<file path="src/rtl/tads_pkg.sv">
// Shared types, constants and table functions for the tilt-aimed dual stepper driver.
// No dependencies; used by every module in rtl/.
package tads_pkg;

	localparam int WidthBits  = 16;
	localparam int TiltBits   = 14;
	localparam int IdxBits    = 4;
	localparam int TableSize  = 11;
	localparam int Center     = TableSize / 2;
	localparam int YawPhBits  = 7;
	localparam int PitPhBits  = 5;

	// n / 10 == (n * 52429) >> 19, exact for every n below 2^16
	localparam logic [WidthBits-1:0] Div10Mul   = 16'd52429;
	localparam int                   Div10Shift = 19;

	localparam logic signed [TiltBits-1:0] AimLo  = -14'sd5;
	localparam logic signed [TiltBits-1:0] AimHi  = 14'sd5;
	localparam logic signed [TiltBits-1:0] TiltP1 = 14'sd1;
	localparam logic signed [TiltBits-1:0] TiltM1 = -14'sd1;

	// register indexes (byte address / 4)
	localparam logic [2:0] REG_RIGHT_MIN = 3'd0;
	localparam logic [2:0] REG_RIGHT_MAX = 3'd1;
	localparam logic [2:0] REG_LEFT_MIN  = 3'd2;
	localparam logic [2:0] REG_LEFT_MAX  = 3'd3;
	localparam logic [2:0] REG_AIM_DEC   = 3'd4;
	localparam logic [2:0] REG_YAW_HALF  = 3'd5;

	typedef enum logic [1:0] {
		REQ_RIGHT = 2'd0,
		REQ_LEFT  = 2'd1,
		REQ_TICK  = 2'd2,
		REQ_NONE  = 2'd3
	} req_kind_t;

	typedef struct packed {
		logic [WidthBits-1:0] right_min;
		logic [WidthBits-1:0] right_max;
		logic [WidthBits-1:0] left_min;
		logic [WidthBits-1:0] left_max;
		logic [3:0]           aim_dec;
		logic                 yaw_half;
	} cfg_t;

	// classified request, front to back
	typedef struct packed {
		req_kind_t            kind;
		logic                 in_window;
		logic [WidthBits-1:0] width;
	} item_t;

	// result, packed so that yaw_coils sits in the lowest bits
	typedef struct packed {
		logic [4:0]                  pad;
		logic [IdxBits-1:0]          aim_index;
		logic signed [TiltBits-1:0]  tilt;
		logic [WidthBits-1:0]        left_width;
		logic [WidthBits-1:0]        right_width;
		logic                        busy_res;
		logic [3:0]                  pitch_coils;
		logic [3:0]                  yaw_coils;
	} res_t;

	function automatic logic signed [3:0] yaw_tab(input logic [IdxBits-1:0] idx);
		logic signed [3:0] v;
		unique case (idx)
			4'd0:    v = -4'sd4;
			4'd1:    v = -4'sd3;
			4'd2:    v = -4'sd2;
			4'd3:    v = -4'sd1;
			4'd4:    v = -4'sd1;
			4'd5:    v = 4'sd0;
			4'd6:    v = 4'sd1;
			4'd7:    v = 4'sd1;
			4'd8:    v = 4'sd2;
			4'd9:    v = 4'sd3;
			4'd10:   v = 4'sd4;
			default: v = 4'sd0;
		endcase
		return v;
	endfunction

	function automatic logic signed [3:0] pitch_tab(input logic [IdxBits-1:0] idx);
		logic signed [3:0] v;
		unique case (idx)
			4'd0, 4'd10: v = 4'sd4;
			4'd1, 4'd9:  v = 4'sd3;
			4'd2, 4'd8:  v = 4'sd2;
			4'd3, 4'd7:  v = 4'sd1;
			default:     v = 4'sd0;
		endcase
		return v;
	endfunction

	// cw = 1: 8,A,2,6,4,5,1,9   cw = 0: 1,5,4,6,2,A,8,9
	function automatic logic [3:0] half_pat(input logic cw, input logic [2:0] p);
		logic [3:0] v;
		unique case (p)
			3'd0: v = cw ? 4'h8 : 4'h1;
			3'd1: v = cw ? 4'hA : 4'h5;
			3'd2: v = cw ? 4'h2 : 4'h4;
			3'd3: v = 4'h6;
			3'd4: v = cw ? 4'h4 : 4'h2;
			3'd5: v = cw ? 4'h5 : 4'hA;
			3'd6: v = cw ? 4'h1 : 4'h8;
			3'd7: v = 4'h9;
		endcase
		return v;
	endfunction

	// cw = 1: 6,5,9,A   cw = 0: 9,5,6,A
	function automatic logic [3:0] full_pat(input logic cw, input logic [1:0] p);
		logic [3:0] v;
		unique case (p)
			2'd0: v = cw ? 4'h6 : 4'h9;
			2'd1: v = 4'h5;
			2'd2: v = cw ? 4'h9 : 4'h6;
			2'd3: v = 4'hA;
		endcase
		return v;
	endfunction

endpackage

</file>
<file path="src/rtl/tads_front.sv">
// Front end: decodes the request kind and checks the echo width against its window.
// Depends on tads_pkg.
module tads_front (
	input  tads_pkg::cfg_t                    cfg,
	input  logic                              s_axis_tvalid,
	output logic                              s_axis_tready,
	input  logic [1:0]                        s_axis_tuser,
	input  logic [tads_pkg::WidthBits-1:0]    s_axis_tdata,
	input  logic                              q_full,
	output logic                              push,
	output tads_pkg::item_t                   item
);

	tads_pkg::req_kind_t kind;
	logic                lo_ok;
	logic                hi_ok;

	assign kind = tads_pkg::req_kind_t'(s_axis_tuser);

	always_comb begin
		lo_ok = 1'b0;
		hi_ok = 1'b0;
		unique case (kind)
			tads_pkg::REQ_RIGHT: begin
				lo_ok = s_axis_tdata > cfg.right_min;
				hi_ok = s_axis_tdata < cfg.right_max;
			end
			tads_pkg::REQ_LEFT: begin
				lo_ok = s_axis_tdata > cfg.left_min;
				hi_ok = s_axis_tdata < cfg.left_max;
			end
			default: begin
				lo_ok = 1'b0;
				hi_ok = 1'b0;
			end
		endcase
	end

	assign item.kind      = kind;
	assign item.in_window = lo_ok && hi_ok;
	assign item.width     = s_axis_tdata;

	assign s_axis_tready = !q_full;
	assign push          = s_axis_tvalid && !q_full;

endmodule

</file>
<file path="src/rtl/tads_queue.sv">
// Short request queue between front and back ends.
// Depends on tads_pkg.
module tads_queue #(
	parameter int Depth = 4
) (
	input  logic            clk,
	input  logic            arst_n,
	input  logic            push,
	input  tads_pkg::item_t wdata,
	output logic            full,
	input  logic            pop,
	output logic            rvalid,
	output tads_pkg::item_t rdata
);

	localparam int PtrBits = (Depth > 1) ? $clog2(Depth) : 1;
	localparam int CntBits = $clog2(Depth + 1);
	localparam logic [PtrBits-1:0] LastPtr = PtrBits'(Depth - 1);
	localparam logic [CntBits-1:0] DepthC  = CntBits'(Depth);

	tads_pkg::item_t    mem_q [Depth];
	logic [PtrBits-1:0] wptr_q;
	logic [PtrBits-1:0] rptr_q;
	logic [CntBits-1:0] cnt_q;

	assign full   = (cnt_q == DepthC);
	assign rvalid = (cnt_q != '0);
	assign rdata  = mem_q[rptr_q];

	always_ff @(posedge clk) begin
		if (push) begin
			mem_q[wptr_q] <= wdata;
		end
	end

	always_ff @(posedge clk or negedge arst_n) begin
		if (!arst_n) begin
			wptr_q <= '0;
			rptr_q <= '0;
			cnt_q  <= '0;
		end else begin
			if (push) begin
				wptr_q <= (wptr_q == LastPtr) ? '0 : wptr_q + 1'b1;
			end
			if (pop) begin
				rptr_q <= (rptr_q == LastPtr) ? '0 : rptr_q + 1'b1;
			end
			unique case ({push, pop})
				2'b10:   cnt_q <= cnt_q + 1'b1;
				2'b01:   cnt_q <= cnt_q - 1'b1;
				default: cnt_q <= cnt_q;
			endcase
		end
	end

endmodule

</file>
<file path="src/rtl/tads_back.sv">
// Back end: held widths, tilt, aiming, phase counters, coil registers and result register.
// Depends on tads_pkg.
module tads_back (
	input  logic            clk,
	input  logic            arst_n,
	input  tads_pkg::cfg_t  cfg,
	input  logic            q_valid,
	input  tads_pkg::item_t item,
	output logic            pop,
	output logic            out_valid,
	input  logic            out_ready,
	output tads_pkg::res_t  res
);

	localparam int W  = tads_pkg::WidthBits;
	localparam int TB = tads_pkg::TiltBits;
	localparam int IB = tads_pkg::IdxBits;
	localparam int YB = tads_pkg::YawPhBits;
	localparam int PB = tads_pkg::PitPhBits;

	logic [W-1:0]         right_q, right_n;
	logic [W-1:0]         left_q, left_n;
	logic [3:0]           cnt_q, cnt_n;
	logic signed [TB-1:0] tilt_q, tilt_n;
	logic [IB-1:0]        yaw_prev_q, yaw_prev_n;
	logic [IB-1:0]        pit_prev_q, pit_prev_n;
	logic [YB-1:0]        yaw_left_q, yaw_left_n;
	logic [PB-1:0]        pit_left_q, pit_left_n;
	logic                 yaw_dir_q, yaw_dir_n;
	logic                 pit_dir_q, pit_dir_n;
	logic [3:0]           yaw_coil_q, yaw_coil_n;
	logic [3:0]           pit_coil_q, pit_coil_n;
	logic                 out_valid_q;
	tads_pkg::res_t       res_q;

	logic                 busy;
	logic [W-1:0]         left_sel;
	logic signed [W:0]    diff;
	logic [W:0]           diff_neg;
	logic [W-1:0]         mag;
	logic [2*W-1:0]       prod;
	logic [TB-1:0]        quo;
	logic signed [TB-1:0] tilt_c;
	logic                 aim_ok;
	logic [IB-1:0]        idx_c;
	logic signed [4:0]    ym;
	logic signed [4:0]    pm;
	logic [3:0]           yabs;
	logic [2:0]           pabs;
	logic [3:0]           cnt_inc;
	logic [3:0]           dec_n;

	assign busy = (yaw_left_q != '0) || (pit_left_q != '0);
	assign pop  = q_valid && (!out_valid_q || out_ready);

	// tilt = trunc((right - left) / 10), magnitude through a reciprocal multiply
	assign left_sel = (item.kind == tads_pkg::REQ_LEFT && item.in_window) ? item.width : left_q;
	assign diff     = $signed({1'b0, right_q}) - $signed({1'b0, left_sel});
	assign diff_neg = -diff;
	assign mag      = diff[W] ? diff_neg[W-1:0] : diff[W-1:0];
	assign prod     = mag * tads_pkg::Div10Mul;
	assign quo      = TB'(prod[2*W-1:tads_pkg::Div10Shift]);
	assign tilt_c   = diff[W] ? -$signed(quo) : $signed(quo);

	assign aim_ok = (tilt_c >= tads_pkg::AimLo) && (tilt_c <= tads_pkg::AimHi)
		&& (tilt_c != tads_pkg::TiltP1) && (tilt_c != tads_pkg::TiltM1);
	assign idx_c  = tilt_c[IB-1:0] + IB'(tads_pkg::Center);

	assign ym   = 5'(tads_pkg::yaw_tab(idx_c)) - 5'(tads_pkg::yaw_tab(yaw_prev_q));
	assign pm   = 5'(tads_pkg::pitch_tab(idx_c)) - 5'(tads_pkg::pitch_tab(pit_prev_q));
	assign yabs = ym[4] ? 4'(-ym) : ym[3:0];
	assign pabs = pm[4] ? 3'(-pm) : pm[2:0];

	assign cnt_inc = cnt_q + 4'd1;
	assign dec_n   = (cfg.aim_dec == 4'd0) ? 4'd1 : cfg.aim_dec;

	always_comb begin
		right_n    = right_q;
		left_n     = left_q;
		cnt_n      = cnt_q;
		tilt_n     = tilt_q;
		yaw_prev_n = yaw_prev_q;
		pit_prev_n = pit_prev_q;
		yaw_left_n = yaw_left_q;
		pit_left_n = pit_left_q;
		yaw_dir_n  = yaw_dir_q;
		pit_dir_n  = pit_dir_q;
		yaw_coil_n = yaw_coil_q;
		pit_coil_n = pit_coil_q;
		unique case (item.kind)
			tads_pkg::REQ_RIGHT: begin
				if (item.in_window) begin
					right_n = item.width;
				end
			end
			tads_pkg::REQ_LEFT: begin
				if (!busy) begin
					left_n = left_sel;
					tilt_n = tilt_c;
					if (cnt_inc >= dec_n) begin
						cnt_n = '0;
						if (aim_ok) begin
							yaw_dir_n  = ym[4];
							yaw_left_n = cfg.yaw_half ? {yabs, 3'b000} : {1'b0, yabs, 2'b00};
							pit_dir_n  = !pm[4] && (pm != '0);
							pit_left_n = {pabs, 2'b00};
							yaw_prev_n = idx_c;
							pit_prev_n = idx_c;
						end
					end else begin
						cnt_n = cnt_inc;
					end
				end
			end
			tads_pkg::REQ_TICK: begin
				if (yaw_left_q != '0) begin
					if (cfg.yaw_half) begin
						yaw_coil_n = tads_pkg::half_pat(yaw_dir_q, 3'(-yaw_left_q[2:0]));
					end else begin
						yaw_coil_n = tads_pkg::full_pat(yaw_dir_q, 2'(-yaw_left_q[1:0]));
					end
					yaw_left_n = yaw_left_q - 1'b1;
				end else if (pit_left_q != '0) begin
					// pitch direction 1 plays the reverse of the full-step sequence
					pit_coil_n = tads_pkg::full_pat(!pit_dir_q, 2'(-pit_left_q[1:0]));
					pit_left_n = pit_left_q - 1'b1;
				end
			end
			default: begin
				right_n = right_q;
			end
		endcase
	end

	always_ff @(posedge clk or negedge arst_n) begin
		if (!arst_n) begin
			right_q     <= '0;
			left_q      <= '0;
			cnt_q       <= '0;
			tilt_q      <= '0;
			yaw_prev_q  <= IB'(tads_pkg::Center);
			pit_prev_q  <= IB'(tads_pkg::Center);
			yaw_left_q  <= '0;
			pit_left_q  <= '0;
			yaw_dir_q   <= 1'b0;
			pit_dir_q   <= 1'b0;
			yaw_coil_q  <= '0;
			pit_coil_q  <= '0;
			out_valid_q <= 1'b0;
		end else begin
			if (pop) begin
				right_q    <= right_n;
				left_q     <= left_n;
				cnt_q      <= cnt_n;
				tilt_q     <= tilt_n;
				yaw_prev_q <= yaw_prev_n;
				pit_prev_q <= pit_prev_n;
				yaw_left_q <= yaw_left_n;
				pit_left_q <= pit_left_n;
				yaw_dir_q  <= yaw_dir_n;
				pit_dir_q  <= pit_dir_n;
				yaw_coil_q <= yaw_coil_n;
				pit_coil_q <= pit_coil_n;
			end
			if (pop) begin
				out_valid_q <= 1'b1;
			end else if (out_ready) begin
				out_valid_q <= 1'b0;
			end
		end
	end

	always_ff @(posedge clk) begin
		if (pop) begin
			res_q.pad         <= '0;
			res_q.aim_index   <= yaw_prev_n;
			res_q.tilt        <= tilt_n;
			res_q.left_width  <= left_n;
			res_q.right_width <= right_n;
			res_q.busy_res    <= (yaw_left_n != '0) || (pit_left_n != '0);
			res_q.pitch_coils <= pit_coil_n;
			res_q.yaw_coils   <= yaw_coil_n;
		end
	end

	assign out_valid = out_valid_q;
	assign res       = res_q;

	a_idx_range: assert property (@(posedge clk) disable iff (!arst_n)
		yaw_prev_q < IB'(tads_pkg::TableSize) && pit_prev_q == yaw_prev_q)
		else $error("aim index out of table");

	a_yaw_first: assert property (@(posedge clk) disable iff (!arst_n)
		(pop && item.kind == tads_pkg::REQ_TICK && yaw_left_q != '0)
		|=> $stable(pit_left_q) && $stable(pit_coil_q)
		&& yaw_left_q == $past(yaw_left_q) - 1'b1)
		else $error("pitch moved while yaw phases pending");

	a_busy_drop: assert property (@(posedge clk) disable iff (!arst_n)
		(pop && item.kind == tads_pkg::REQ_LEFT && busy)
		|=> $stable(left_q) && $stable(cnt_q) && $stable(tilt_q))
		else $error("left echo taken while busy");

endmodule

</file>
<file path="src/rtl/tilt_aimed_dual_stepper_driver.sv">
// Top level of the tilt-aimed dual stepper driver: config registers, front, queue, back.
// Depends on tads_pkg, tads_front, tads_queue and tads_back.
//
//  channel   dir  handshake                 payload
//  s_axis    in   tvalid/tready             tuser: req_type; tdata: echo_width
//  m_axis    out  tvalid/tready             tdata: coils, busy, widths, tilt, index
//  apb       in   psel/penable/pwrite/...   6 registers at 4*i, pready tied high
//
// One request per cycle sustained while m_axis_tready is high; a result appears the cycle
// after the back end takes a request from the queue.
// The tilt path (subtract, reciprocal multiply, table lookup) is the long path.
// Reset (arst_n low) clears widths, counters and coils and sets both table
// indexes to center; config registers return to their defaults.
// A stalled m_axis fills the queue; s_axis_tready drops only when it is full.
module tilt_aimed_dual_stepper_driver #(
	parameter int QueueDepth = 4
) (
	input  logic        clk,
	input  logic        arst_n,

	input  logic        s_axis_tvalid,
	output logic        s_axis_tready,
	input  logic [1:0]  s_axis_tuser,   // [1:0] req_type
	input  logic [15:0] s_axis_tdata,   // [15:0] echo_width

	output logic        m_axis_tvalid,
	input  logic        m_axis_tready,
	// [3:0] yaw_coils, [7:4] pitch_coils, [8] busy_res, [24:9] right_width,
	// [40:25] left_width, [54:41] tilt, [58:55] aim_index, [63:59] zero
	output logic [63:0] m_axis_tdata,

	input  logic        psel,
	input  logic        penable,
	input  logic        pwrite,
	input  logic [4:0]  paddr,
	input  logic [31:0] pwdata,
	output logic [31:0] prdata,
	output logic        pready
);

	tads_pkg::cfg_t  cfg_q;
	tads_pkg::item_t f_item;
	tads_pkg::item_t q_item;
	tads_pkg::res_t  res;
	logic            push;
	logic            q_full;
	logic            q_valid;
	logic            pop;
	logic [2:0]      reg_idx;
	logic            wr_en;

	// ---------------- configuration registers ----------------
	assign pready  = 1'b1;
	assign reg_idx = paddr[4:2];
	assign wr_en   = psel && penable && pwrite && pready;

	always_ff @(posedge clk or negedge arst_n) begin
		if (!arst_n) begin
			cfg_q.right_min <= 16'd300;
			cfg_q.right_max <= 16'd1500;
			cfg_q.left_min  <= 16'd550;
			cfg_q.left_max  <= 16'd1500;
			cfg_q.aim_dec   <= 4'd4;
			cfg_q.yaw_half  <= 1'b1;
		end else if (wr_en) begin
			unique case (reg_idx)
				tads_pkg::REG_RIGHT_MIN: cfg_q.right_min <= pwdata[15:0];
				tads_pkg::REG_RIGHT_MAX: cfg_q.right_max <= pwdata[15:0];
				tads_pkg::REG_LEFT_MIN:  cfg_q.left_min  <= pwdata[15:0];
				tads_pkg::REG_LEFT_MAX:  cfg_q.left_max  <= pwdata[15:0];
				tads_pkg::REG_AIM_DEC:   cfg_q.aim_dec   <= pwdata[3:0];
				tads_pkg::REG_YAW_HALF:  cfg_q.yaw_half  <= pwdata[0];
				default:                 cfg_q.yaw_half  <= cfg_q.yaw_half;
			endcase
		end
	end

	// readback
	always_comb begin
		unique case (reg_idx)
			tads_pkg::REG_RIGHT_MIN: prdata = {16'd0, cfg_q.right_min};
			tads_pkg::REG_RIGHT_MAX: prdata = {16'd0, cfg_q.right_max};
			tads_pkg::REG_LEFT_MIN:  prdata = {16'd0, cfg_q.left_min};
			tads_pkg::REG_LEFT_MAX:  prdata = {16'd0, cfg_q.left_max};
			tads_pkg::REG_AIM_DEC:   prdata = {28'd0, cfg_q.aim_dec};
			tads_pkg::REG_YAW_HALF:  prdata = {31'd0, cfg_q.yaw_half};
			default:                 prdata = '0;
		endcase
	end

	// ---------------- front: decode and window check ----------------
	tads_front u_front (
		.cfg           (cfg_q),
		.s_axis_tvalid (s_axis_tvalid),
		.s_axis_tready (s_axis_tready),
		.s_axis_tuser  (s_axis_tuser),
		.s_axis_tdata  (s_axis_tdata),
		.q_full        (q_full),
		.push          (push),
		.item          (f_item)
	);

	// ---------------- request queue ----------------
	tads_queue #(
		.Depth (QueueDepth)
	) u_queue (
		.clk    (clk),
		.arst_n (arst_n),
		.push   (push),
		.wdata  (f_item),
		.full   (q_full),
		.pop    (pop),
		.rvalid (q_valid),
		.rdata  (q_item)
	);

	// ---------------- back: state update and result register ----------------
	tads_back u_back (
		.clk       (clk),
		.arst_n    (arst_n),
		.cfg       (cfg_q),
		.q_valid   (q_valid),
		.item      (q_item),
		.pop       (pop),
		.out_valid (m_axis_tvalid),
		.out_ready (m_axis_tready),
		.res       (res)
	);

	assign m_axis_tdata = res;

endmodule
</file>
<file path="config.mk">
export PLATFORM = sky130hd
export DESIGN_NAME = tilt_aimed_dual_stepper_driver
export DESIGN_NICKNAME = d
export VERILOG_FILES = /design/src/rtl/tads_pkg.sv /design/src/rtl/tads_front.sv /design/src/rtl/tads_queue.sv /design/src/rtl/tads_back.sv /design/src/rtl/tilt_aimed_dual_stepper_driver.sv
export SDC_FILE = /design/constraint.sdc
export NUM_CORES = 1
export LEC_CHECK = 0
export BUFFER_PORTS_ARGS = -buffer_cell sky130_fd_sc_hd__buf_2
export CORE_MARGIN = 5
export CORE_UTILIZATION = 67
export DETAILED_ROUTE_END_ITERATION = 7
export GPL_ROUTABILITY_DRIVEN = 0
export PLACE_DENSITY_LB_ADDON = 0.12
export SYNTH_ARGS = -nofsm -noshare
export SYNTH_HDL_FRONTEND = slang
export SYNTH_HIERARCHICAL = 1
export SYNTH_SLANG_ARGS = --single-unit
</file>
<file path="constraint.sdc">
create_clock -name clk -period 42.6 [get_ports clk]
set_clock_uncertainty 0.1 [all_clocks]
set_input_delay 4.26 -clock clk [delete_from_list [all_inputs] [get_ports clk]]
set_output_delay 4.26 -clock clk [all_outputs]
set_load 0.01 [all_outputs]
</file>
* Yosys cells after proc, flatten, opt, wreduce, memory -nomap -nowiden
Memories as Yosys holds them, arrays and structs flattened. Index checks and enable logic that the tools add are counted.
Storage, ports and cells: output and inout bits 99, register bits after elaboration 216, memories kept 5, RAM bits 76, word-level logic and storage cells 186, memory bits (read-only) 224
Memory list:
- u_queue.mem_q | depth 4, width 19, rd ports 1, clocked after memory_dff 0, write ports 1, line tads_queue.sv:21 | tads_pkg::item_t mem_q [Depth];
- (no name shown) | depth 16, width 4, rd ports 1, clocked after memory_dff 0, write ports 0, line tads_pkg.sv:67 | unique case (idx)
- (no name shown) | depth 16, width 4, rd ports 1, clocked after memory_dff 0, write ports 0, line tads_pkg.sv:67
- (no name shown) | depth 16, width 3, rd ports 1, clocked after memory_dff 0, write ports 0, line tads_pkg.sv:86 | unique case (idx)
- (no name shown) | depth 16, width 3, rd ports 1, clocked after memory_dff 0, write ports 0, line tads_pkg.sv:86
Operators by class: multiplexer cells 58, bitwise logic cells 1, add/subtract/negate cells 18, reduce and logical (&&, ||, !) cells 39, magnitude comparators 7, equal/unequal tests 28, multiply operators 1
Operators by type and width (count):
- 2-to-1 mux 16 bit | 6
- case mux 16 bit (6 select lines) | 1
- 2-to-1 mux 4 bit | 21
- 2-to-1 mux 14 bit | 3
- 2-to-1 mux 7 bit | 5
- greater-than comparator 16 bit | 2
- < comparator 16 bit | 2
- multiplier 16 x 16 -> 32 bit, second input constant | 1
- case mux 4 bit (4 select lines) | 2
- case mux 4 bit (8 select lines) | 1
- 2-to-1 mux 5 bit | 5
- == test 3 bit, second input constant | 7
- subtractor 16 x 16 -> 17 bit | 1
- == test 2 bit, second input constant | 8
- negation 16 bit | 1
- nonzero test 5 bit | 3
- greater-or-equal comparator 14 x 4 -> 1 bit, second input constant | 1
- less-or-equal comparator 14 x 4 -> 1 bit, second input constant | 1
- != test 14 x 1 -> 1 bit, second input constant | 1
- != test 14 x 2 -> 1 bit, second input constant | 1
- negation 13 -> 14 bit | 1
- case mux 7 bit (2 select lines) | 1
- nonzero test 7 bit | 2
- == test 3 x 2 -> 1 bit, second input constant | 4
- other kinds (32) | 71

* Longest topological paths before layout
An unclocked memory read counts as a cell.
depth after elaboration 22, depth in mapped cells 69, depth with buffers taken out 63

* Modules after synthesis
Netlist, hierarchy kept.
Modules (own cells, without submodules):
- tads_back | times used 1, cells an instance 1576, area each 14556.5 µm², seq. area each 3803.6 µm²
- tilt_aimed_dual_stepper_driver | times used 1, cells an instance 232, area each 3428.3 µm², seq. area each 1756.7 µm²
- tads_queue | times used 1, cells an instance 138, area each 3161.8 µm², seq. area each 2457.4 µm²
- tads_front | times used 1, cells an instance 237, area each 1735.4 µm², seq. area each 0.0 µm²

* Least setup slack after synthesis
Ideal clock, no wire load.
kind reg-to-reg, from reg u_queue.rptr_q[0], to reg u_back.res_q (netlist bit u_back/res[8]), data pin, setup time 0.266 ns, cell stages (with the launch flop) 63, clock period less this slack 14.418 ns, arrival 14.052 ns, path slack 28.182 ns, path through dfrtp_1 > buf_6 > mux4_2 > ha_1 > buf_2 > buf_1 > nand2_1 > buf_1 > mux2i_1 > inv_1 > ha_1 > inv_1 > ha_1 > a31o_2 > o211ai_1 > and2_1 > o21bai_1 > a21oi_1 > [27 not listed] > ha_1 > clkbuf_1 > nor2_1 > nand2b_1 > nor2_1 > a21oi_1 > ha_1 > inv_1 > fa_1 > a2111oi_0 > a21oi_1 > a31oi_1 > xnor2_1 > mux2i_1 > nor2_1 > a31oi_1 > o21ai_0 > nand4b_1
RTL lines:
- start: declaration | line tads_queue.sv:23 | logic [PtrBits-1:0] rptr_q;
- start signal: assignment | line tads_queue.sv:46 | rptr_q <= (rptr_q == LastPtr) ? '0 : rptr_q + 1'b1;
- end: declaration | line tads_back.sv:34 | tads_pkg::res_t res_q;

==> impl_metrics.yaml <==
synth:
  synthCells: 2183
  synthArstFlopShare_pct: 53.8
  ys_seq_area_share_pct: 35.0
  synth_top_flop_cell: "edfxtp_1"
  synth_edf_count: 135
  synth.distinct_cells: 102
  synth_top_area_cell: "edfxtp_1"
  synth_area_leaders: "edfxtp_1, dfrtp_1, ha_1"
  synth_warnings: 6
  synth_top_area_share_pct: 17.7
  synth_area_per_cell_sq_um: 10.5
  synth_area_sq_mm: 0.0229
  synth-seq-cells: 292
critical_path:
  cp-end-kind: "flop"
  cp_max_fo: 22
  cp_common_cell: "ha_1"
  cp_data_required_time_ns: 42.80
  startpoint_type: "flop"
  worstPathArrival_ns: 17.63
  max_stage_delay_ns: 0.88
  worst_path_max_delay_cell: "xnor2_1"
  criticalPathCategory: "reg -> reg"
global_route:
  overflow: 0
  antenna_found_initial: 0
  grt_pass1_wl_mm: 87.7
  grtUsageTotal_pct: 28.0
  grt_pass1_vias: 17100
  grt_max_degree: 87
die:
  die_h_um: 195
  io_pins: 161
  core_sq_mm: 0.0336
  die-area_sq_mm: 0.0379
  rows: 67
  initial_core_util_pct: 68.1
  die_w_um: 195
sta:
  hold_ws_ns: 0.370
  slew_headroom_pct: 26.7
  setup_viol: 0
  worst-slew-pin-transition_ns: 1.09
  period_needed_ns: 17.43
  final.setup.tns_ns: 0
  hold_viol_final: 0
  post-route-period-util_pct: 40.9
  rsz0062_at_grt: "no"
  slew_violations: 0
  max_clock_freq_mhz: 57.4
clocking:
  cts.path.max_buffers: 3
  cts_hold_buf: 0
  clock-sinks: 292
  cts_resized: 0
  cts_root_buf: "clkbuf_16"
  path_clk_slew_ns: 0.06
  postCtsSetupRepairBufs: 0
  insertion_delay_ns: 0.57
  cts_made_buffers: 31
  cts_tree: "done"
  h-tree-depth: 1
final_layout:
  final_cell_mix: "inv_1, ha_1, nand2_1, edfxtp_1, dfrtp_1"
  diodes: 0
  nets: 2653
  fin_util_pct: 73.3
  drive_above_1_share_pct: 18.1
  instances_no_fill: 2732
  n_fill_cell: 2384
  final_common_cell: "inv_1"
  regArea_sq_mm: 0.00802
  multiInputGateArea_sq_mm: 0.0133
  syn_to_final_growth_pct: 7.69
detailed_routing:
  wl_per_cell_um: 19.7
  wirelength_mm: 53.8
  ant_nets: 0
  first_pass_iters: 6
  num_vias: 16600
  via_per_inst: 6.09
  drt_iter0_drc: 1365
  drc: 0
worst_hold_path:
  hold_class: "reg -> reg"
placement:
  port_buffers: 120
  dpl.hpwl_mm: 40.8
  dp.cells: 2674
status:
  status: "complete, no violations"
run:
  drv_cap: 0
## state kept, by name, summed over array words and instances, names as in the netlist, 5 cells and up
signal             count
u_queue/mem_q         76
u_back/right_q        16
cfg_q                 69
u_back/res            59
u_back/pit_left_q      5
u_back/left_q         16
u_back/yaw_left_q      7
u_back/tilt_q         14
## path summary, 6_finish.rpt
kind	end	slack, ns	cells after the start	from
max	u_back/res[8]	25.17	57	u_queue/rptr_q[0]
max reg2reg	u_back/res[8]	25.17	57	u_queue/rptr_q[0]
min in group asynchronous	u_back/right_q[13]	3.64	1	arst_n
min	u_back/yaw_coil_q[1]	0.37	2	u_back/yaw_coil_q[1]
min reg2reg	u_back/yaw_coil_q[1]	0.37	2	u_back/yaw_coil_q[1]
max in group asynchronous	cfg_q[6]	37.28	2	arst_n
## synth_stat cells, drive strengths merged, types with 7 or more instances
master	instances
and3	11
nor4	10
o21bai	10
o21ai	117
inv	268
nor2b	21
nor3	30
o211ai	15
nand4	25
edfxtp	135
or2	12
dfrtp	129
or3	14
mux2	122
nand3	26
xnor2	44
fa	80
o21a	7
nor3b	7
and4	7
nand2	216
o31ai	13
a21o	51
and2	12
o221ai	7
xor2	32
nand2b	15
nor2	77
a21oi	90
clkbuf	41
mux4	31
mux2i	29
dfstp	28
a21boi	8
a211o	8
buf	63
a31oi	16
ha	252
a211oi	14
## through the flow
stage                     setup WS, ns  cell area, sq um
after global routing             24.04             24600
after CTS                        25.39             24600
after detailed placement         25.45             23600
after global placement           25.76             23600
after floorplan                  28.18             23000
final                            25.17             24600
## final cells by class
cell class | count | share of cell area [%]
Clock buffer | 40 | 3.41
Clock inverter | 18 | 0.889
Inverter | 269 | 4.11
Multi-Input combinational cell | 1537 | 54.1
Sequential cell | 292 | 32.5
Tap cell | 448 | 2.27
Timing Repair Buffer | 128 | 2.71
## per-layer routing
metal | share of wire, % | track usage [%]
met1 | 41 | 35.7
met2 | 51 | 49.7
met3 | 4.7 | 3.10
met4 | 3.6 | 10.2
met5 | 0 | 0
## cell families after synthesis
kind of cell    share of synthesized area (%)
compound gates                           12.6
xor+xnor                                 2.94
mux                                      10.6
simple gates                             10.8
flops                                    35.0
fa+ha+maj                                20.9
other cells                            0.0492
buf+inv                                  7.07
## critical path, delay by kind of cell (launching register included)
family,cells,cell delay [ns]
and+or+nand+nor,12,4.08
AOI/OAI and AO/OA,15,3.11
buffers and inverters,8,0.96
xor gates and xnor gates,6,2.48
adders and majority gates,13,5.01
muxes,3,1.05
DFF,1,0.34
Power is left out: the tool's default activity adds up to more than one toggle a clock period on the data nets, which glitch-free logic cannot reach.
